--- src/rtl/tensor_axis_reduce_sum_macros.svh ---
// assertion macros shared by the reduce-sum rtl
// no dependencies; included by files that carry concurrent checks
`ifndef TENSOR_AXIS_REDUCE_SUM_MACROS_SVH
`define TENSOR_AXIS_REDUCE_SUM_MACROS_SVH

// antecedent implies consequent in the same cycle
`define TARS_ASSERT_IMPL(lbl, clk, rstn, ante, cons) \
  lbl: assert property (@(posedge clk) disable iff (!rstn) (ante) |-> (cons)) \
    else $error("same-cycle implication check failed");

// antecedent implies consequent in the next cycle
`define TARS_ASSERT_NEXT(lbl, clk, rstn, ante, cons) \
  lbl: assert property (@(posedge clk) disable iff (!rstn) (ante) |=> (cons)) \
    else $error("next-cycle implication check failed");

// condition must never hold
`define TARS_ASSERT_NEVER(lbl, clk, rstn, cond) \
  lbl: assert property (@(posedge clk) disable iff (!rstn) !(cond)) \
    else $error("forbidden condition seen");

`endif

--- src/rtl/tars_pkg.sv ---
// shared types, constants and helpers for the tensor axis reduce-sum block
// no dependencies
package tars_pkg;

  localparam int ELEM_W      = 64;
  localparam int COUNT_W     = 32;
  localparam int OUTER_W     = 13;
  localparam int CFG_IDX_W   = 3;
  localparam int CFG_DATA_W  = 32;
  localparam int QUEUE_DEPTH = 4;

  // register indexes
  localparam logic [CFG_IDX_W-1:0] REG_WIDTH_CODE  = 3'd0;
  localparam logic [CFG_IDX_W-1:0] REG_INNER_COUNT = 3'd1;
  localparam logic [CFG_IDX_W-1:0] REG_DEPTH_COUNT = 3'd2;
  localparam logic [CFG_IDX_W-1:0] REG_OUTER_COUNT = 3'd3;

  // element width codes
  localparam logic [1:0] WIDTH_8  = 2'd0;
  localparam logic [1:0] WIDTH_16 = 2'd1;
  localparam logic [1:0] WIDTH_32 = 2'd2;
  localparam logic [1:0] WIDTH_64 = 2'd3;

  typedef struct packed {
    logic                  wr_en;
    logic [CFG_IDX_W-1:0]  index;
    logic [CFG_DATA_W-1:0] data;
  } cfg_wr_t;

  // per-item control carried from front to back
  typedef struct packed {
    logic       first;       // depth position 0: overwrite the partial sum
    logic       emit;        // last depth position: sum goes out
    logic       last;        // final output of the tensor
    logic [1:0] width_code;
  } item_ctl_t;

  function automatic logic [ELEM_W-1:0] width_mask(input logic [1:0] code);
    logic [ELEM_W-1:0] m;
    unique case (code)
      WIDTH_8:  m = 64'h0000_0000_0000_00FF;
      WIDTH_16: m = 64'h0000_0000_0000_FFFF;
      WIDTH_32: m = 64'h0000_0000_FFFF_FFFF;
      WIDTH_64: m = 64'hFFFF_FFFF_FFFF_FFFF;
      default:  m = 64'hFFFF_FFFF_FFFF_FFFF;
    endcase
    return m;
  endfunction

endpackage

--- src/rtl/tars_front.sv ---
// front end: configuration registers, tensor position counters, item classification
// depends on tars_pkg
module tars_front #(
  parameter int BUFFER_DEPTH = 4096,
  parameter int AW           = 12
) (
  input  logic                          clk,
  input  logic                          rst_n,
  input  tars_pkg::cfg_wr_t             cfg_wr,
  input  logic                          in_valid,
  input  logic [tars_pkg::ELEM_W-1:0]   in_element_value,
  input  logic                          q_full,
  output logic                          push,
  output logic [tars_pkg::ELEM_W-1:0]   push_elem,
  output logic [AW-1:0]                 push_slot,
  output tars_pkg::item_ctl_t           push_ctl
);
  import tars_pkg::*;

  localparam int CW = (AW + 1 > OUTER_W) ? AW + 1 : OUTER_W;

  logic [1:0]         width_code_r;
  logic [COUNT_W-1:0] inner_count_r;
  logic [COUNT_W-1:0] depth_count_r;
  logic [OUTER_W-1:0] outer_count_r;

  logic [AW-1:0]      outer_pos_r, outer_pos_nxt;
  logic [COUNT_W-1:0] depth_pos_r, depth_pos_nxt;
  logic [COUNT_W-1:0] inner_pos_r, inner_pos_nxt;

  logic [CW-1:0]      n_outer;
  logic [COUNT_W-1:0] depth_m1, inner_m1;
  logic               last_outer, last_depth, last_inner;
  logic               accept;

  // effective counts: zero acts as one, outer saturates at the buffer depth
  always_comb begin
    n_outer = (outer_count_r == '0) ? CW'(1) : CW'(outer_count_r);
    if (n_outer > CW'(BUFFER_DEPTH)) begin
      n_outer = CW'(BUFFER_DEPTH);
    end
    depth_m1 = (depth_count_r == '0) ? '0 : depth_count_r - COUNT_W'(1);
    inner_m1 = (inner_count_r == '0) ? '0 : inner_count_r - COUNT_W'(1);
  end

  assign last_outer = (CW'(outer_pos_r) == n_outer - CW'(1));
  assign last_depth = (depth_pos_r >= depth_m1);
  assign last_inner = (inner_pos_r >= inner_m1);
  assign accept     = in_valid && !q_full;

  // classify the item and hand it to the queue
  assign push                = accept;
  assign push_elem           = in_element_value & width_mask(width_code_r);
  assign push_slot           = outer_pos_r;
  assign push_ctl.first      = (depth_pos_r == '0);
  assign push_ctl.emit       = last_depth;
  assign push_ctl.last       = last_depth && last_inner && last_outer;
  assign push_ctl.width_code = width_code_r;

  // position advance: outer fastest, then depth, then inner
  always_comb begin
    outer_pos_nxt = outer_pos_r;
    depth_pos_nxt = depth_pos_r;
    inner_pos_nxt = inner_pos_r;
    if (last_outer) begin
      outer_pos_nxt = '0;
      if (last_depth) begin
        depth_pos_nxt = '0;
        inner_pos_nxt = last_inner ? '0 : inner_pos_r + COUNT_W'(1);
      end else begin
        depth_pos_nxt = depth_pos_r + COUNT_W'(1);
      end
    end else begin
      outer_pos_nxt = outer_pos_r + AW'(1);
    end
  end

  // writes to the four configuration registers restart the tensor
  always_ff @(posedge clk) begin
    if (!rst_n) begin
      width_code_r  <= WIDTH_64;
      inner_count_r <= COUNT_W'(1);
      depth_count_r <= COUNT_W'(1);
      outer_count_r <= OUTER_W'(1);
      outer_pos_r   <= '0;
      depth_pos_r   <= '0;
      inner_pos_r   <= '0;
    end else if (cfg_wr.wr_en) begin
      unique case (cfg_wr.index)
        REG_WIDTH_CODE: begin
          width_code_r <= cfg_wr.data[1:0];
          outer_pos_r  <= '0;
          depth_pos_r  <= '0;
          inner_pos_r  <= '0;
        end
        REG_INNER_COUNT: begin
          inner_count_r <= cfg_wr.data[COUNT_W-1:0];
          outer_pos_r   <= '0;
          depth_pos_r   <= '0;
          inner_pos_r   <= '0;
        end
        REG_DEPTH_COUNT: begin
          depth_count_r <= cfg_wr.data[COUNT_W-1:0];
          outer_pos_r   <= '0;
          depth_pos_r   <= '0;
          inner_pos_r   <= '0;
        end
        REG_OUTER_COUNT: begin
          outer_count_r <= cfg_wr.data[OUTER_W-1:0];
          outer_pos_r   <= '0;
          depth_pos_r   <= '0;
          inner_pos_r   <= '0;
        end
        default: begin
        end
      endcase
    end else if (accept) begin
      outer_pos_r <= outer_pos_nxt;
      depth_pos_r <= depth_pos_nxt;
      inner_pos_r <= inner_pos_nxt;
    end
  end

endmodule

--- config.mk ---
export PLATFORM = sky130hd
export DESIGN_NAME = tars_front
export DESIGN_NICKNAME = d
export VERILOG_FILES = /design/src/rtl/tensor_axis_reduce_sum_macros.svh /design/src/rtl/tars_pkg.sv /design/src/rtl/tars_front.sv
export SDC_FILE = /design/constraint.sdc
export NUM_CORES = 1
export LEC_CHECK = 0
export BUFFER_PORTS_ARGS = -buffer_cell sky130_fd_sc_hd__buf_2
export CORE_MARGIN = 1
export CORE_UTILIZATION = 35
export DETAILED_ROUTE_END_ITERATION = 8
export HOLD_SLACK_MARGIN = 0.12
export MAX_ROUTING_LAYER = met4
export SLEW_MARGIN = 10
export SYNTH_ARGS = -nofsm -noshare
export SYNTH_HDL_FRONTEND = slang
export SYNTH_SLANG_ARGS = --single-unit
--- constraint.sdc ---
create_clock -name clk -period 8.3 [get_ports clk]
set_input_delay 1.66 -clock clk [delete_from_list [all_inputs] [get_ports clk]]
set_output_delay 1.66 -clock clk [all_outputs]
set_load 0.01 [all_outputs]
==> flow_summary.yaml, run 1 <==
synthesis:
  synth_seq_cells: 155
  netlist_area_sq_mm: 0.0108
  yosys.cell_types.count: 74
  postSynthCellCount: 1400
  syn_area_per_cell_sq_um: 7.69
  synth-edff-count: 0
  yosys_warnings: 0
  syn_nets: 1575
  synthFlopType: "dfxtp_1"
  synth-async-reset-ratio_pct: 0
  synth-seq-area-share_pct: 28.8
route:
  drc: 0
  drt_iter0_markers: 641
  drt-vias-per-instance: 5.44
  wl_um: 31800
  wire_per_inst_um: 16.6
  vias: 10400
  ant_nets: 0
  first_pass_iters: 5
sta:
  setup_violations: 0
  post-route-min-period_ps: 7360
  tightest_slew_ps: 1150
  hold_viol: 0
  relSlewSlack_pct: 23.4
  worst_clock_skew_ps: 12.7
  tns_ps: 0
  period_share_pct: 88.7
  slew_violations: 0
  fmax_mhz: 136
  rsz0062_at_grt: "no"
  setup_ws_ps: 941
place:
  place.detailed.hpwl_um: 24100
  portBuffers: 169
  pre_cts_ws_ps: 1430
  dpl.cell_count: 1882
  place.gp.congestion: 0.870
setup_path:
  rr_startpoint: "inner_count_r[2]"
  critPathMaxFanout: 25
  startpoint: "depth_count_r[2]"
  r2r_cells: 16
  critPathArrivalTime_ps: 5700
  reg2reg_to: "inner_pos_r[5]"
  path_class: "flip-flop to output pin"
  critPathLaunchType: "flip-flop"
  cp-end-kind: "output pin"
  reg2reg_slack_ps: 1680
  required_ps: 6640
  endpoint: "push_ctl[2]"
cells_and_area:
  utilization_pct: 41.2
  area_growth_pct: 14.7
  mostFrequentLayoutCell: "nand2_1"
  mostFrequentLayoutCells: "nand2_1 (263), buf_2 (169), dfxtp_1 (155), nor2_1 (94), a21boi_0 (77)"
  fillers: 3121
  drive_above_1_share_pct: 15.7
  final_cells: 1918
  multi_input_area_sq_mm: 0.00722
  seqCellArea_sq_mm: 0.00310
  nets: 1686
die:
  die_w_um: 177
  pin_count: 186
  die_height_um: 177
  die_area_sq_mm: 0.0314
  start_util_pct: 35.9
  core-area_sq_mm: 0.0300
  rows: 63
pwr:
  p_leak_nw: 4.94
  swShare_pct: 30.6
  seqPwrFrac_pct: 42.2
  power_frac_clock_pct: 41.9
  switchingPower_mw: 0.558
  fin_total_pwr_mw: 1.82
  powerDensity_mw_per_mm2: 148
  p_int_mw: 1.26
  power_frac_comb_pct: 15.9
  peakVddDrop_mv: 0.127
grt:
  grt_pass1_vias: 9655
  grt_pass1_wl_um: 49800
  antenna_found_initial: 5
  grt_usage_pct: 20.6
  overflow: 0
  grt_max_degree: 86
cts:
  cts_made_buffers: 17
  cts_tree: "yes"
  clkLatencyLatePin_ps: 430
  cts_resized: 0
  ctsHoldBuffers: 0
  clkSinkCount: 155
  clock_path_buffers: 2
  htree_num_levels: 4
  cts_setup_buffers: 0
  cts_root_buf: "clkbuf_16"
  clk_pin_slew_worst_paths_ps: 70
min_path:
  min_path_type: "flip-flop to flip-flop"
status:
  outcome: "completed"
run:
  drv_cap: 0
[Yosys cell counts, drive strengths merged (2+ instances only)]
library cell | count | share of area, %
a2111oi | 3 | 0.42
a211o | 2 | 0.16
a211oi | 7 | 0.49
a21boi | 78 | 5.4
a21o | 20 | 1.4
a21oi | 33 | 1.5
a22o | 4 | 0.33
a31oi | 6 | 0.41
and2 | 22 | 1.3
and3 | 54 | 3.2
and4 | 7 | 0.57
buf | 26 | 1.5
clkbuf | 59 | 2.1
dfxtp | 155 | 29
ha | 71 | 8.3
inv | 16 | 0.56
mux2i | 6 | 0.56
nand2 | 265 | 9.3
nand2b | 18 | 1.1
nand3 | 44 | 2.0
nand3b | 5 | 0.35
nand4 | 32 | 1.9
nor2 | 95 | 3.3
nor2b | 15 | 0.87
nor3 | 61 | 3.0
nor3b | 12 | 0.84
nor4 | 28 | 2.0
nor4b | 2 | 0.16
o2111ai | 3 | 0.24
o211ai | 26 | 1.8
o21a | 5 | 0.35
o21ai | 38 | 1.8
o22ai | 5 | 0.29
o31ai | 19 | 1.6
o41ai | 2 | 0.16
or2 | 5 | 0.29
or3 | 25 | 1.5
or3b | 2 | 0.16
or4 | 16 | 1.2
xnor2 | 60 | 4.9
xor2 | 33 | 2.7
[area by class of cell]
type / count / area share, %
Clock buffer: 17 / 3.45
Sequential cell: 155 / 25.1
Tap cell: 390 / 3.95
Timing Repair Buffer: 177 / 7.34
Antenna cell: 4 / 0.0811
Multi-Input combinational cell: 1144 / 58.5
Clock inverter: 15 / 1.05
Inverter: 16 / 0.486
[worst max-delay path: stages (launching register included)]
cell and delay [ps]:
dfxtp_1 350, or3_1 410, or3b_1 460, or3_1 420, nand2b_1 240, nor4_4 270, nand2_2 150, nor4_4 420
nand2_2 400, nand2_1 190, ha_1 260, a21o_1 170, a21o_1 170, a221oi_1 290, o221ai_1 170, a211o_1 380
and4_1 240, and2_1 150, buf_2 130
[sequential cells by signal, indices dropped and copies added, names as in the netlist]
register	cells
width_code_r	2
outer_count_r	13
push_slot	12
depth_pos_r	32
inner_pos_r	32
depth_count_r	32
inner_count_r	32
[logic make-up after synthesis]
family	count (synthesis)	share of synthesized area, %
XOR/XNOR	93	7.57
AND/OR/NAND/NOR	712	33.3
buffers and inverters	101	4.14
flip-flops	155	28.8
adder cells (fa/ha/maj)	71	8.26
multiplexers	6	0.558
AO/OA/AOI/OAI	262	17.3
[per-layer routing]
layer | vias to the layer above | global-route usage, % | share of wire, %
met1 | 4899 | 25.1 | 45
met5 | - | - | 0
li1 | 5212 | - | -
met2 | 274 | 33.8 | 47
met3 | 52 | 2.51 | 4.6
met4 | 0 | 9.40 | 3.2
[worst min path at each step]
| stage | startpoint | to | slack (ps) | cells past startpoint |
|---|---|---|---|---|
| floorplan | inner_pos_r[18] | inner_pos_r[18] | 450 | 2 |
| global placement | inner_pos_r[18] | inner_pos_r[18] | 470 | 2 |
| detailed placement | inner_pos_r[18] | inner_pos_r[18] | 480 | 2 |
| CTS | inner_pos_r[18] | inner_pos_r[18] | 490 | 2 |
| global route | inner_count_r[16] | inner_count_r[16] | 520 | 2 |
| finish | inner_pos_r[18] | inner_pos_r[18] | 490 | 2 |
[stage by stage]
step	cell area, sq um	hold WS (ps)
finish	12300	488
global route	12300	519
CTS	12300	489
detailed placement	11800	479
global placement	11800	473
floorplan	10800	450
[power by group through the flow]
| stage | combinational, mW | clock (mW) | sequential [mW] |
|---|---|---|---|
| final | 0.289 | 0.763 | 0.769 |
| after floorplan | 0.193 | 0 | 0.780 |
| after detailed placement | 0.288 | 0 | 0.786 |
| after CTS | 0.290 | 0.776 | 0.769 |
| after global routing | 0.320 | 0.805 | 0.771 |
| after global placement | 0.287 | 0 | 0.786 |
Note: power is estimated with default switching activity, not from simulation.
==> inputs of run 2 (changes only) <==
--- a/config.mk
+++ b/config.mk
@@ -5,7 +5,8 @@
 export SDC_FILE = /design/constraint.sdc
 export NUM_CORES = 1
 export LEC_CHECK = 0
-export BUFFER_PORTS_ARGS = -buffer_cell sky130_fd_sc_hd__buf_2
+export ABC_AREA = 1
+export BUFFER_PORTS_ARGS = -buffer_cell sky130_fd_sc_hd__buf_4
 export CORE_MARGIN = 1
 export CORE_UTILIZATION = 35
 export DETAILED_ROUTE_END_ITERATION = 8
==> run 2 against run 1 <==
Flip-flop and latch count did not move. Hold slack worse by 6.6 ps. Area after synthesis grew 14%. Critical path depth is 11 higher. Largest power group unchanged. Sequential power up 6.5%. Non-clock buffer count grew 4. Final area grew 16%. Sequential share of layout area fell by 3.4 points. Worst setup slack better by 540 ps.
==> flow_summary.yaml, run 2 <==
status:
  outcome: "completed"
die:
  start_util_pct: 35.6
  die_area_sq_mm: 0.0358
  rows: 68
  core-area_sq_mm: 0.0345
  pin_count: 186
  die_height_um: 189
  die_w_um: 189
cts:
  cts_setup_buffers: 0
  cts_root_buf: "clkbuf_16"
  ctsHoldBuffers: 0
  clkSinkCount: 155
  clk_pin_slew_worst_paths_ps: 60
  cts_tree: "yes"
  clkLatencyLatePin_ps: 440
  cts_made_buffers: 17
  cts_resized: 0
  clock_path_buffers: 2
  htree_num_levels: 4
route:
  wl_um: 38800
  vias: 13300
  wl_met2_um: 17300
  drc: 0
  ant_nets: 0
  top_layer_used: "met4"
  m1WireLength_um: 18400
  drt_iter0_markers: 937
  first_pass_iters: 7
  drt-vias-per-instance: 5.16
  wl_met3_um: 2480
  wire_per_inst_um: 15.1
min_path:
  min_path_type: "flip-flop to flip-flop"
  min_from: "inner_count_r[1]"
sta:
  rsz0062_at_grt: "no"
  fmax_mhz: 147
  post-route-min-period_ps: 6820
  tightest_slew_ps: 1020
  worst_clock_skew_ps: 8.56
  relSlewSlack_pct: 31.7
  hold_viol: 0
  period_share_pct: 82.2
  tns_ps: 0
  slew_violations: 0
  setup_violations: 0
setup_path:
  rr_startpoint: "depth_count_r[2]"
  startpoint: "inner_count_r[0]"
  slowest_delay_ps: 670
  required_ps: 6640
  cp-end-kind: "output pin"
  crit_top_cell: "nand2_1"
  reg2reg_slack_ps: 2800
  critPathLaunchType: "flip-flop"
  critPathMaxFanout: 24
  path_class: "flip-flop to output pin"
  slowest_stage: "inv_1"
  critPathArrivalTime_ps: 5160
place:
  place.detailed.hpwl_um: 29700
  place.gp.congestion: 0.954
  dpl.cell_count: 2545
  post_dp_cell_area_sq_mm: 0.0137
  portBuffers: 169
synthesis:
  post_synth_and_or_nand_nor_area_fraction_pct: 39.2
  netlist.area_leader.share_pct: 25.3
  postSynthCellCount: 2001
  syn_nets: 2176
  yosys.cell_types.count: 43
  netlist_area_sq_mm: 0.0123
  synthMuxAreaShare_pct: 0
  synthTopCellsByArea: "dfxtp_1 (25%), nand2_1 (12%), nor2_1 (10%)"
  synth-seq-area-share_pct: 25.3
  synth_seq_cells: 155
  syn_area_per_cell_sq_um: 6.12
  synth_top_area_cell: "dfxtp_1"
  yosys_warnings: 0
  synth_xor_area_share_pct: 6.00
  synthAdderAreaFrac_pct: 7.25
  synth_commonest_cells: "nand2_1 (393), nor2_1 (339), inv_1 (255), dfxtp_1 (155), nand3_1 (131)"
  synthFlopType: "dfxtp_1"
  synth-async-reset-ratio_pct: 0
  synth_compound_area_share_pct: 10.4
  synth-edff-count: 0
  synth_most_common_cell: "nand2_1"
  synth_top_family_by_area: "simple AND/OR/NAND/NOR gates"
pwr:
  fin_total_pwr_mw: 2.13
  powerDensity_mw_per_mm2: 149
  p_leak_nw: 6.53
  peakVddDrop_mv: 0.113
cells_and_area:
  area_growth_pct: 16.6
  mostFrequentLayoutCell: "nand2_1"
  n_antenna_cell: 0
  final_design_area_no_fill_sq_mm: 0.0143
  final_cells: 2577
  nets: 2284
  mostFrequentLayoutCells: "nand2_1 (392), nor2_1 (339), inv_1 (255), buf_4 (181), dfxtp_1 (155)"
  drive_above_1_share_pct: 12.2
  utilization_pct: 41.5
grt:
  antenna_found_initial: 0
  grt_pass1_wl_um: 62400
  overflow: 0
  grt_max_degree: 67
  grt_usage_pct: 22.3
  grt_pass1_vias: 11900
run:
  drv_cap: 0
run 2: cell count changes in the layout (fill, tap and decap cells not counted), sizes merged, moves of 73 or more:
cell | before | now
nand3 | 44 | 132
nor2 | 95 | 343
nand2 | 265 | 398
a21boi | 78 | 1
inv | 25 | 266
o21ai | 38 | 111
run 2: report_power, final:
part | internal, mW | leakage [nW] | total, mW | switching, mW
Clock | 0.398 | 0.260 | 0.759 | 0.361
Sequential | 0.773 | 1.26 | 0.819 | 0.0457
Combinational | 0.198 | 5.01 | 0.548 | 0.350
run 2: per-stage QoR:
stage	hold WS, ps	setup slack (ps)
3_5_place_dp	478	1970
4_1_cts	487	1480
6_report	481	1480
5_1_grt	515	795
3_3_place_gp	467	2030
2_1_floorplan	448	2780
run 2: per-layer routing:
| metal | vias up | global-route usage (%) |
|---|---|---|
| li1 | 6722 | - |
| met1 | 6098 | 30.1 |
| met2 | 442 | 34.9 |
| met3 | 35 | 2.97 |
| met4 | 0 | 6.14 |
| met5 | - | - |
run 2: worst max-delay path, delay by kind of cell, from the launching register on:
family	cells	cell delay [ps]
flip-flops	1	310
buffers and inverters	5	1080
AO/OA/AOI/OAI	4	500
adder cells (fa/ha/maj)	2	440
AND/OR/NAND/NOR	18	2360
run 2: path summary, 6_finish.rpt:
| kind | depth (start not counted) | endpoint |
|---|---|---|
| worst max-delay path | 29 | push_ctl[2] |
| worst min-delay path | 2 | inner_count_r[1] |
| worst max register to register | 30 | inner_pos_r[18] |
| worst min register to register | 2 | inner_count_r[1] |
run 2: kinds of logic (layout without fill, tap and decap cells):
logic type | count (synthesis) | after routing
AOI/OAI and AO/OA | 238 | 238
xor gates and xnor gates | 84 | 84
adders and majority gates | 71 | 71
buffers and inverters | 357 | 478
DFF | 155 | 155
and+or+nand+nor | 1096 | 1096
run 2: cell type report:
| type | count | area, sq um |
|---|---|---|
| Timing Repair Buffer | 181 | 1360 |
| Fill cell | 3716 | 20200 |
| Tap cell | 455 | 569 |
| Multi-Input combinational cell | 1489 | 7710 |
| Clock buffer | 19 | 443 |
| Inverter | 265 | 995 |
| Sequential cell | 155 | 3100 |
| Clock inverter | 13 | 110 |
