[config.mk]
export PLATFORM = sky130hd
export DESIGN_NAME = tars_queue
export DESIGN_NICKNAME = d
export VERILOG_FILES = /design/src/rtl/tensor_axis_reduce_sum_macros.svh /design/src/rtl/tars_pkg.sv /design/src/rtl/tars_queue.sv
export SDC_FILE = /design/constraint.sdc
export NUM_CORES = 1
export LEC_CHECK = 0
export ABC_AREA = 0
export BUFFER_PORTS_ARGS = -buffer_cell sky130_fd_sc_hd__buf_2
export CORE_MARGIN = 2
export CORE_UTILIZATION = 40
export CTS_BUF_LIST = sky130_fd_sc_hd__clkbuf_4
export CTS_CLUSTER_SIZE = 40
export DETAILED_ROUTE_END_ITERATION = 16
export HOLD_SLACK_MARGIN = 0.1
export PLACE_DENSITY = 0.64
export SYNTH_ARGS = -nofsm -noshare
export SYNTH_HDL_FRONTEND = slang
export SYNTH_SLANG_ARGS = --single-unit
[constraint.sdc]
create_clock -name clk -period 9.18 [get_ports clk]
set_input_delay 0.918 -clock clk [delete_from_list [all_inputs] [get_ports clk]]
set_output_delay 0.918 -clock clk [all_outputs]
set_load 0.02 [all_outputs]
[src/rtl/tensor_axis_reduce_sum_macros.svh]
// assertion macros shared by the reduce-sum rtl
// no dependencies; included by files that carry concurrent checks
`ifndef TENSOR_AXIS_REDUCE_SUM_MACROS_SVH
`define TENSOR_AXIS_REDUCE_SUM_MACROS_SVH

// antecedent implies consequent in the same cycle
`define TARS_ASSERT_IMPL(lbl, clk, rstn, ante, cons) \
  lbl: assert property (@(posedge clk) disable iff (!rstn) (ante) |-> (cons)) \
    else $error("same-cycle implication check failed");

// antecedent implies consequent in the next cycle
`define TARS_ASSERT_NEXT(lbl, clk, rstn, ante, cons) \
  lbl: assert property (@(posedge clk) disable iff (!rstn) (ante) |=> (cons)) \
    else $error("next-cycle implication check failed");

// condition must never hold
`define TARS_ASSERT_NEVER(lbl, clk, rstn, cond) \
  lbl: assert property (@(posedge clk) disable iff (!rstn) !(cond)) \
    else $error("forbidden condition seen");

`endif

[src/rtl/tars_pkg.sv]
// shared types, constants and helpers for the tensor axis reduce-sum block
// no dependencies
package tars_pkg;

  localparam int ELEM_W      = 64;
  localparam int COUNT_W     = 32;
  localparam int OUTER_W     = 13;
  localparam int CFG_IDX_W   = 3;
  localparam int CFG_DATA_W  = 32;
  localparam int QUEUE_DEPTH = 4;

  // register indexes
  localparam logic [CFG_IDX_W-1:0] REG_WIDTH_CODE  = 3'd0;
  localparam logic [CFG_IDX_W-1:0] REG_INNER_COUNT = 3'd1;
  localparam logic [CFG_IDX_W-1:0] REG_DEPTH_COUNT = 3'd2;
  localparam logic [CFG_IDX_W-1:0] REG_OUTER_COUNT = 3'd3;

  // element width codes
  localparam logic [1:0] WIDTH_8  = 2'd0;
  localparam logic [1:0] WIDTH_16 = 2'd1;
  localparam logic [1:0] WIDTH_32 = 2'd2;
  localparam logic [1:0] WIDTH_64 = 2'd3;

  typedef struct packed {
    logic                  wr_en;
    logic [CFG_IDX_W-1:0]  index;
    logic [CFG_DATA_W-1:0] data;
  } cfg_wr_t;

  // per-item control carried from front to back
  typedef struct packed {
    logic       first;       // depth position 0: overwrite the partial sum
    logic       emit;        // last depth position: sum goes out
    logic       last;        // final output of the tensor
    logic [1:0] width_code;
  } item_ctl_t;

  function automatic logic [ELEM_W-1:0] width_mask(input logic [1:0] code);
    logic [ELEM_W-1:0] m;
    unique case (code)
      WIDTH_8:  m = 64'h0000_0000_0000_00FF;
      WIDTH_16: m = 64'h0000_0000_0000_FFFF;
      WIDTH_32: m = 64'h0000_0000_FFFF_FFFF;
      WIDTH_64: m = 64'hFFFF_FFFF_FFFF_FFFF;
      default:  m = 64'hFFFF_FFFF_FFFF_FFFF;
    endcase
    return m;
  endfunction

endpackage

[src/rtl/tars_queue.sv]
// short item queue between front and back ends
// depends on tars_pkg
module tars_queue #(
  parameter int AW = 12
) (
  input  logic                          clk,
  input  logic                          rst_n,
  input  logic                          push,
  input  logic [tars_pkg::ELEM_W-1:0]   push_elem,
  input  logic [AW-1:0]                 push_slot,
  input  tars_pkg::item_ctl_t           push_ctl,
  output logic                          full,
  input  logic                          pop,
  output logic                          head_valid,
  output logic [tars_pkg::ELEM_W-1:0]   head_elem,
  output logic [AW-1:0]                 head_slot,
  output tars_pkg::item_ctl_t           head_ctl
);
  import tars_pkg::*;

  localparam int PW = $clog2(QUEUE_DEPTH);

  logic [ELEM_W-1:0] elem_q [QUEUE_DEPTH];
  logic [AW-1:0]     slot_q [QUEUE_DEPTH];
  item_ctl_t         ctl_q  [QUEUE_DEPTH];

  logic [PW-1:0] wr_ptr_r, rd_ptr_r;
  logic [PW:0]   count_r;

  assign full       = (count_r == (PW+1)'(QUEUE_DEPTH));
  assign head_valid = (count_r != '0);
  assign head_elem  = elem_q[rd_ptr_r];
  assign head_slot  = slot_q[rd_ptr_r];
  assign head_ctl   = ctl_q[rd_ptr_r];

  // pointers and fill level
  always_ff @(posedge clk) begin
    if (!rst_n) begin
      wr_ptr_r <= '0;
      rd_ptr_r <= '0;
      count_r  <= '0;
    end else begin
      if (push) begin
        wr_ptr_r <= wr_ptr_r + PW'(1);
      end
      if (pop) begin
        rd_ptr_r <= rd_ptr_r + PW'(1);
      end
      if (push && !pop) begin
        count_r <= count_r + (PW+1)'(1);
      end else if (pop && !push) begin
        count_r <= count_r - (PW+1)'(1);
      end
    end
  end

  // entry storage
  always_ff @(posedge clk) begin
    if (push) begin
      elem_q[wr_ptr_r] <= push_elem;
      slot_q[wr_ptr_r] <= push_slot;
      ctl_q[wr_ptr_r]  <= push_ctl;
    end
  end

endmodule

==> results of run 1 <==
[cell type report]
class / count / area, sq um
Antenna cell: 2 / 5.00
Inverter: 4 / 15.0
Tap cell: 390 / 488
Timing Repair Buffer: 173 / 881
Multi-Input combinational cell: 111 / 2090
Sequential cell: 333 / 9920
Clock buffer: 115 / 863
Clock inverter: 19 / 115
Fill cell: 2489 / 15500
[cell families (layout without fill, tap and decap cells)]
logic type,Yosys count,in the layout,synth area share
flops,333,333,0.811
mux,83,83,0.151
buf+inv,22,311,0.0188
simple gates,15,15,0.00758
fa+ha+maj,6,6,0.00676
xor+xnor,5,5,0.00359
compound gates,2,2,0.00102
other cells,0,2,0
[per-layer routing]
layer	part of all wire	global-route usage	routed length, um	vias up
met3	0.074	0.0503	1690	35
met2	0.51	0.242	11600	198
li1	-	-	-	2522
met4	0.014	0.0505	315	2
met5	0.00057	0	13	-
met1	0.40	0.176	9260	2891
[sequential cells by signal, indices dropped and copies added, names as in the netlist, named ones only]
signal and flops:
count_r 3, ctl_q 20, elem_q 256, rd_ptr_r 2
slot_q 48, wr_ptr_r 2
[power groups by stage]
stage	Sequential, uW	Combinational (uW)	Clock [uW]
6_report	1780	346	1140
2_1_floorplan	1790	250	0
4_1_cts	1780	355	1190
3_5_place_dp	1810	353	0
5_1_grt	1780	372	1270
3_3_place_gp	1810	346	0
[cells in the final DEF, fill, tap and decap left out, types with 2 or more instances in the layout]
cell      Yosys  final
inv_1         4      4
clkinv_4      0      2
mux4_2       81     81
clkinv_2      0      3
buf_2         8    167
clkinv_1      0      9
or3_1         2      2
diode_2       0      2
edfxtp_1    324    324
buf_4         0      6
clkbuf_4      0    115
inv_2         0      3
mux2i_1       2      2
ha_1          5      5
dfxtp_4       0      2
xor2_1        3      3
and2_1        9      5
xnor2_1       2      2
nor2b_1       2      2
and2_4        0      4
dfxtp_1       9      7
[synthesized netlist by cell type]
cell,number
edfxtp_1,324
mux4_2,81
and2_1,9
dfxtp_1,9
buf_12,8
buf_2,8
ha_1,5
inv_1,4
xor2_1,3
mux2i_1,2
nor2b_1,2
or3_1,2
xnor2_1,2
a21boi_0,1
buf_6,1
clkbuf_1,1
fa_1,1
nand2_1,1
nor3b_1,1
o21ai_0,1
[per-stage QoR]
| step | util | cells | hold WS (ns) |
|---|---|---|---|
| 2_1_floorplan | - | 466 | 0.467 |
| 3_3_place_gp | 0.448 | 1011 | 0.478 |
| 3_5_place_dp | 0.448 | 1011 | 0.510 |
| 4_1_cts | 0.481 | 1145 | 0.352 |
| 5_1_grt | 0.481 | 1147 | 0.357 |
| 6_report | 0.481 | 1147 | 0.444 |
[worst max-delay path by stage]
stage | startpoint | cells after the start | to | slack (ns)
CTS | flop | 3 | head_elem[22] | 4.83
detailed placement | flop | 3 | head_elem[22] | 5.58
global placement | flop | 3 | head_elem[20] | 5.61
floorplan | push | 1 | ctl_q[0][0] | 5.93
finish | flop | 3 | head_elem[32] | 5.07
global route | flop | 3 | head_elem[13] | 4.68
==> reports/results.ini, run 1 <==
[outcome]
status=completed

[worst_setup_path]
path_delay_family=buffers and inverters
crit_type=flop to output port
cpPeakStageDelay_ns=0.90
path_cells=buf_4 > mux4_2 > buf_2
r2r-start=wr_ptr_r[0]
worst_setup_path_start_kind=flop
worstSetupEndpointType=output port
worstPathArrival_ns=3.20
slowest_stage=dfxtp_4
r2r_setup_slack_ns=6.91
reg2reg_depth=4
critPathBufInv=2
cp_max_fo=42
critPathRequiredTime_ns=8.26
rr_endpoint=elem_q[0][58]

[detailed_routing]
vias=5648
wirelength_um=22900
drcViolationCount=0
drt_iter0_markers=325
ant_nets=0
wire_per_inst_um=20.0
routed_via_density=4.92
drt_first_pass_iters=5

[sta]
layout_min_cycle_time_ns=4.11
fin_ws_ns=5.07
worst_pin_slew_ns=0.945
max_slew_margin=0.370
fin_skew_ns=0.0491
period_share=0.448
finalMaxSlewViolations=0
final.setup.tns_ns=0
rsz0062_at_grt=no
hold_viol=0
setup_viol_count_final=0
fmax_mhz=243

[power]
clkPwrFrac=0.350
power_uw=3260
p_leak_uw=0.00491
p_int_uw=2490
pwr-share-seq=0.544
pwr-share-comb=0.106
sw_frac_of_total=0.237
peakVddDrop_mv=0.125
powerDensity_nw_per_um2=227
power.switching_uw=772

[cells_and_area]
syn_to_final_growth_pct=17.6
nets=796
layout-drive-gt1-share=0.510
stdcell_area_sq_um=14400

[clocking]
hold_buffers=0
cts_setup_buffers=0
cts_inserted_buffers=82
insertion_delay_ns=0.69
htreeDepth=3
clock_path_buffers=3
cts-root-buf=clkbuf_4
path_clk_slew_ns=0.07
cts_tree=built
ctsResizeCount=0
clkSinkCount=333

[global_route]
grt_usage=0.145
grt_first_pass_wirelength_um=34300
antenna_found_initial=3
overflow=0
grt_pass1_vias=6290
grt_start_max_net_pins=63

[synthesis]
synthCells=466
synth_seq_cells=333
synthTopCellsByArea=edfxtp_1, mux4_2, dfxtp_1
synth_top_area_frac=0.796
syn-cell-area_sq_um=12200
yosysTopAreaCell=edfxtp_1
yosysSeqAreaShare=0.811
yosys_warnings=0
syn_nets=557
synth_cell_type_count=20
syn_avg_cell_area_sq_um=26.2

[die]
die_h_um=179
fp.coreArea_sq_um=29900
die_x_um=179
num_io_pins=168
start_util=0.409
die_area_sq_um=32000
rows=63

[placement]
dp_hpwl_um=13200
dpl_worst_slack_ns=5.58
gp_congestion=0.670
numPortBuffers=167
placed_area_sq_um=13400

[min_path]
worst_hold_path_type=input pin to flop
hold_path_end=elem_q[1][48]
hold_start=push_elem[48]
hold_depth=1

[flow_run]
drv_cap=0

No activity file was read; power rests on OpenSTA's default activity.
==> run 2, diff against run 1 <==
--- a/config.mk
+++ b/config.mk
@@ -5,7 +5,7 @@
 export SDC_FILE = /design/constraint.sdc
 export NUM_CORES = 1
 export LEC_CHECK = 0
-export ABC_AREA = 0
+export ABC_AREA = 1
 export BUFFER_PORTS_ARGS = -buffer_cell sky130_fd_sc_hd__buf_2
 export CORE_MARGIN = 2
 export CORE_UTILIZATION = 40
==> constraint.sdc (replaced) <==
create_clock -name clk -period 4 [get_ports clk]
set_input_delay 0.4 -clock clk [delete_from_list [all_inputs] [get_ports clk]]
set_output_delay 0.4 -clock clk [all_outputs]
set_load 0.02 [all_outputs]
==> run 2 against run 1 <==
Flip-flop and latch count is the same. Critical endpoint is now head_elem[39]. Wire length grew 17%. Largest power group unchanged. Utilization grew 2.5 points. Synthesized cell count grew 81%. Non-clock buffer count grew 90.
==> reports/results.ini, run 2 <==
[outcome]
status=completed

[synthesis]
synthCells=842
yosysSeqAreaShare=0.791
yosys_warnings=0
syn_avg_cell_area_sq_um=14.9
synth_cell_type_count=23
yosysTopAreaCell=edfxtp_1
synthTopCellsByArea=edfxtp_1, o21ai_0, nor2_1
synth_most_common_cell=edfxtp_1
synth_common_cells=edfxtp_1, nor2_1, o21ai_0
synth_seq_cells=333
synth_top_area_frac=0.777
syn-cell-area_sq_um=12500
syn_nets=933
yosys_most_used_dff=edfxtp_1
synthArstFlopShare=0
synth-edff-count=324

[global_route]
grt_first_pass_wirelength_um=41400
antenna_found_initial=2
overflow=0
grt_pass1_vias=7970
grt_start_max_net_pins=163
grt_usage=0.162

[power]
powerDensity_nw_per_um2=496
peakVddDrop_mv=0.237
power_uw=7720
p_leak_uw=0.00558

[detailed_routing]
top_layer_used=met5
vias=7971
met1_length_um=11500
wire_per_inst_um=16.8
wirelength_um=26900
drt_first_pass_iters=4
met3_length_um=1660
drt_iter0_markers=495
drcViolationCount=0
routed_via_density=4.98
ant_nets=0
wl_met2_um=13200

[cells_and_area]
syn_to_final_growth_pct=24.2
layout-drive-gt1-share=0.285
stdcell_area_sq_um=15600
largest_reg_flops=256
layout_common_cells=edfxtp_1, buf_2, nor2_1, o21ai_0, clkbuf_4
mostFrequentLayoutCell=edfxtp_1
fin_util=0.506
largest-register=elem_q
nets=1230
reg_top3=elem_q (256), slot_q (48), ctl_q (20)

[clocking]
ctsResizeCount=0
htreeDepth=3
insertion_delay_ns=0.69
clkSinkCount=333
cts-root-buf=clkbuf_4
cts_inserted_buffers=84
path_clk_slew_ns=0.07
cts_tree=built
clock_path_buffers=3

[die]
die_area_sq_um=32800
fp.coreArea_sq_um=30700
die_h_um=181
rows=64
num_io_pins=168
die_x_um=181
start_util=0.407

[worst_setup_path]
crit_type=flop to output port
worst_setup_path_start_kind=flop
slowest_stage=inv_8
critPathRequiredTime_ns=3.60
cpPeakStageDelay_ns=0.69
r2r-start=wr_ptr_r[0]
crit_end=head_elem[39]
rr_endpoint=elem_q[2][28]
cp_max_fo=162
r2r_setup_slack_ns=1.93
worstPathArrival_ns=2.74
reg2reg_depth=5
path_cells=inv_8 > o21ai_0 > o22ai_1 > buf_2
worstSetupEndpointType=output port

[placement]
placed_area_sq_um=13600
numPortBuffers=167
gp_congestion=0.688
dp_hpwl_um=14100

[sta]
final.setup.tns_ns=0
worst_pin_slew_ns=0.990
hold_viol=0
setup_viol_count_final=0
max_slew_margin=0.340
fin_skew_ns=0.0378
finalMaxSlewViolations=0
period_share=0.786
layout_min_cycle_time_ns=3.14
fmax_mhz=318
rsz0062_at_grt=no

[min_path]
worst_hold_path_type=flop to flop

[flow_run]
drv_cap=0

[run 2: metal layers]
metal | track usage | vias to the layer above
li1 | - | 3828
met1 | 0.203 | 3860
met2 | 0.273 | 245
met3 | 0.0405 | 36
met4 | 0.0624 | 2
met5 | 0 | -
[run 2: repair_timing]
item                                    CTS  global route
endpoints found under the setup margin    0             0
hold endpoints to repair                333             0
hold buffers                             84             0
buffers inserted                          0             0
[run 2: worst min path at each step]
stage	start	end	slack, ns	cells past startpoint
3_3_place_gp	rd_ptr_r[1]	flop	0.43	1
5_1_grt	push_slot[3]	slot_q[3][3]	0.39	2
2_1_floorplan	rd_ptr_r[1]	flop	0.41	1
6_report	rd_ptr_r[1]	flop	0.43	1
4_1_cts	push_elem[36]	elem_q[1][36]	0.38	2
3_5_place_dp	rd_ptr_r[1]	flop	0.43	1
[run 2: metrics by stage]
step,worst slack [ns],hold WS [ns],instances
after CTS,0.769,0.378,1599
after detailed placement,1.54,0.428,1365
after global routing,0.629,0.394,1601
final,0.857,0.434,1601
after global placement,1.58,0.427,1365
after floorplan,1.41,0.412,842
[run 2: power by group]
| group | switching (uW) | total [uW] | internal, uW |
|---|---|---|---|
| Clock | 1320 | 2870 | 1540 |
| Sequential | 46.0 | 4030 | 3990 |
| Combinational | 551 | 822 | 271 |
[run 2: layout make-up]
type | instances | area (sq um)
Multi-Input combinational cell | 440 | 2180
Clock inverter | 21 | 135
Inverter | 17 | 86.3
Sequential cell | 333 | 9910
Tap cell | 396 | 495
Clock buffer | 129 | 968
Timing Repair Buffer | 263 | 1770
Fill cell | 2677 | 15200
Antenna cell | 2 | 5.00
[run 2: cells by family after synthesis]
family                   count (synthesis)  synth area share
adder cells (fa/ha/maj)                  6           0.00659
flip-flops                             333             0.791
AND/OR/NAND/NOR                        181            0.0586
buffers and inverters                   69            0.0348
AO/OA/AOI/OAI                          253             0.109
[run 2: worst max-delay path, delay by kind of cell (launching register included)]
kind	cells	cell delay, ns
buffers and inverters	2	0.91
DFF	1	0.54
AOI/OAI and AO/OA	2	0.46
==> run 3, diff against run 2 <==
--- a/config.mk
+++ b/config.mk
@@ -13,7 +13,7 @@
 export CTS_CLUSTER_SIZE = 40
 export DETAILED_ROUTE_END_ITERATION = 16
 export HOLD_SLACK_MARGIN = 0.1
-export PLACE_DENSITY = 0.64
+export PLACE_DENSITY = 0.66
 export SYNTH_ARGS = -nofsm -noshare
 export SYNTH_HDL_FRONTEND = slang
 export SYNTH_SLANG_ARGS = --single-unit
==> constraint.sdc (replaced) <==
create_clock -name clk -period 2.7 [get_ports clk]
set_input_delay 0.27 -clock clk [delete_from_list [all_inputs] [get_ports clk]]
set_output_delay 0.27 -clock clk [all_outputs]
set_load 0.02 [all_outputs]
==> run 3 against run 2 <==
Cell count down 0.31%. Worst setup slack lost 0.59 ns. Global-route usage is 0.20 points higher. Clock power increased by 49%. Sequential share of layout area is 0.44 points lower. Flip-flop and latch count unchanged. Utilization is 0.35 points higher. Clock skew decreased by 0.0037 ns. Critical endpoint is now head_elem[6].
==> reports/results.ini, run 3 (synthesis gave the netlist of run 2 again) <==
[outcome]
status=completed

[cells_and_area]
reg_top3=elem_q (256), slot_q (48), ctl_q (20)
largest-register=elem_q
layout-drive-gt1-share=0.285
mostFrequentLayoutCell=edfxtp_1
finish.cell_count_without_fillers=1596
seq_area_sq_um=9910
nets=1234
largest_reg_flops=256
syn_to_final_growth_pct=25.0
multi_input_area_sq_um=2180
fill_cells=2666
layout_common_cells=edfxtp_1, buf_2, nor2_1, o21ai_0, clkbuf_4

[clocking]
htreeDepth=3
cts_tree=built
clock_path_buffers=3
clkSinkCount=333
cts_inserted_buffers=83
insertion_delay_ns=0.69
cts-root-buf=clkbuf_4
path_clk_slew_ns=0.07

[sta]
rsz0062_at_grt=no
fmax_mhz=411
fin_ws_ns=0.268
max_slew_margin=0.541
final.setup.tns_ns=0
finalMaxSlewViolations=0
hold_viol=0
worst_pin_slew_ns=0.689
setup_viol_count_final=0
fin_skew_ns=0.0341
layout_min_cycle_time_ns=2.43
period_share=0.901

[min_path]
worst_hold_path_type=input pin to flop

[global_route]
grt_usage=0.164
grt_first_pass_wirelength_um=42100
overflow=0
grt_pass1_vias=8252
antenna_found_initial=2
grt_start_max_net_pins=163

[flow_run]
drv_cap=0

[placement]
gp_congestion=0.747
numPortBuffers=167
dp_hpwl_um=14100
dpl_worst_slack_ns=0.826
placed_cells=1369

[power]
pwr-share-seq=0.518
clkPwrFrac=0.371
pwr-share-comb=0.111
power_uw=11500
power.switching_uw=2810
sw_frac_of_total=0.244
peakVddDrop_mv=0.449
p_leak_uw=0.00562
powerDensity_nw_per_um2=734
p_int_uw=8690

[die]
die_x_um=181
die_area_sq_um=32800
fp.coreArea_sq_um=30700
num_io_pins=168
rows=64
die_h_um=181
start_util=0.407

[worst_setup_path]
cp_max_fo=78
crit_type=flop to output port
path_cells=inv_16 > buf_4 > o21ai_0 > o22ai_1 > buf_2
slowest_stage=dfxtp_4
critPathRequiredTime_ns=2.43
worstSetupEndpointType=output port
cpPeakStageDelay_ns=0.40
worst_setup_path_start_kind=flop
worstPathArrival_ns=2.16

[detailed_routing]
ant_nets=0
wire_per_inst_um=17.5
drt_first_pass_iters=5
routed_via_density=4.99
wirelength_um=28000
vias=7967
drt_iter0_markers=493
drcViolationCount=0

[run 3: changes by cell type in the layout (fill, tap and decap cells not counted), moves of 2 or more]
cell | before | now
clkinv_1 | 14 | 10
buf_12 | 0 | 4
clkbuf_4 | 129 | 122
bufinv_16 | 1 | 3
clkinv_2 | 0 | 5
inv_8 | 2 | 0
inv_4 | 4 | 0
clkinvlp_4 | 2 | 0
[run 3: per-stage QoR]
step | area (sq um) | hold slack [ns] | util
finish | 15700 | 0.333 | 0.509
global route | 15700 | 0.236 | 0.509
CTS | 15600 | 0.252 | 0.508
detailed placement | 13700 | 0.430 | 0.445
global placement | 13700 | 0.421 | 0.445
floorplan | 12500 | 0.369 | -
[run 3: path summary, 6_finish.rpt]
check	from	to	slack [ns]	cells past startpoint
max reg2reg	wr_ptr_r[0]	elem_q[0][8]	0.85	5
min	push_slot[11]	slot_q[2][11]	0.33	2
max	flop	head_elem[6]	0.27	5
min reg2reg	rd_ptr_r[1]	flop	0.45	1
[run 3: critical path: cells and delay by family (launching register included)]
kind / cells / cell delay [ns]
buffers and inverters: 3 / 0.70
AO/OA/AOI/OAI: 2 / 0.29
flip-flops: 1 / 0.40
[run 3: area by class of cell]
type | count | area share
flip-flops and latches | 333 | 0.633
multi-input cells | 440 | 0.139
repair buffers | 268 | 0.121
clock buffers | 122 | 0.0585
well taps | 396 | 0.0316
clock inverters | 18 | 0.0107
inverters | 17 | 0.00575
diodes | 2 | 0.000319
[run 3: routing by layer]
layer	global-route usage	up-vias	share of wire	wire length [um]
met2	0.275	291	0.50	13900
met1	0.194	3811	0.42	11600
met4	0.0667	2	0.015	413
met5	0	-	0.00046	13
li1	-	3823	-	-
met3	0.0566	40	0.074	2060
[run 3: repair_timing]
action	4_1_cts	5_1_grt
setup buffers	0	0
hold buffers	84	0
endpoints found under the hold margin	333	0
gates resized for setup	0	3
setup endpoints to repair	0	41
[run 3: power by group through the flow]
| stage | clock network [uW] | registers, uW | logic [uW] |
|---|---|---|---|
| 3_5_place_dp | 0 | 6070 | 1160 |
| 3_3_place_gp | 0 | 6060 | 1150 |
| 4_1_cts | 4410 | 5960 | 1270 |
| 2_1_floorplan | 0 | 6070 | 731 |
| 5_1_grt | 4690 | 5970 | 1390 |
| 6_report | 4270 | 5960 | 1270 |
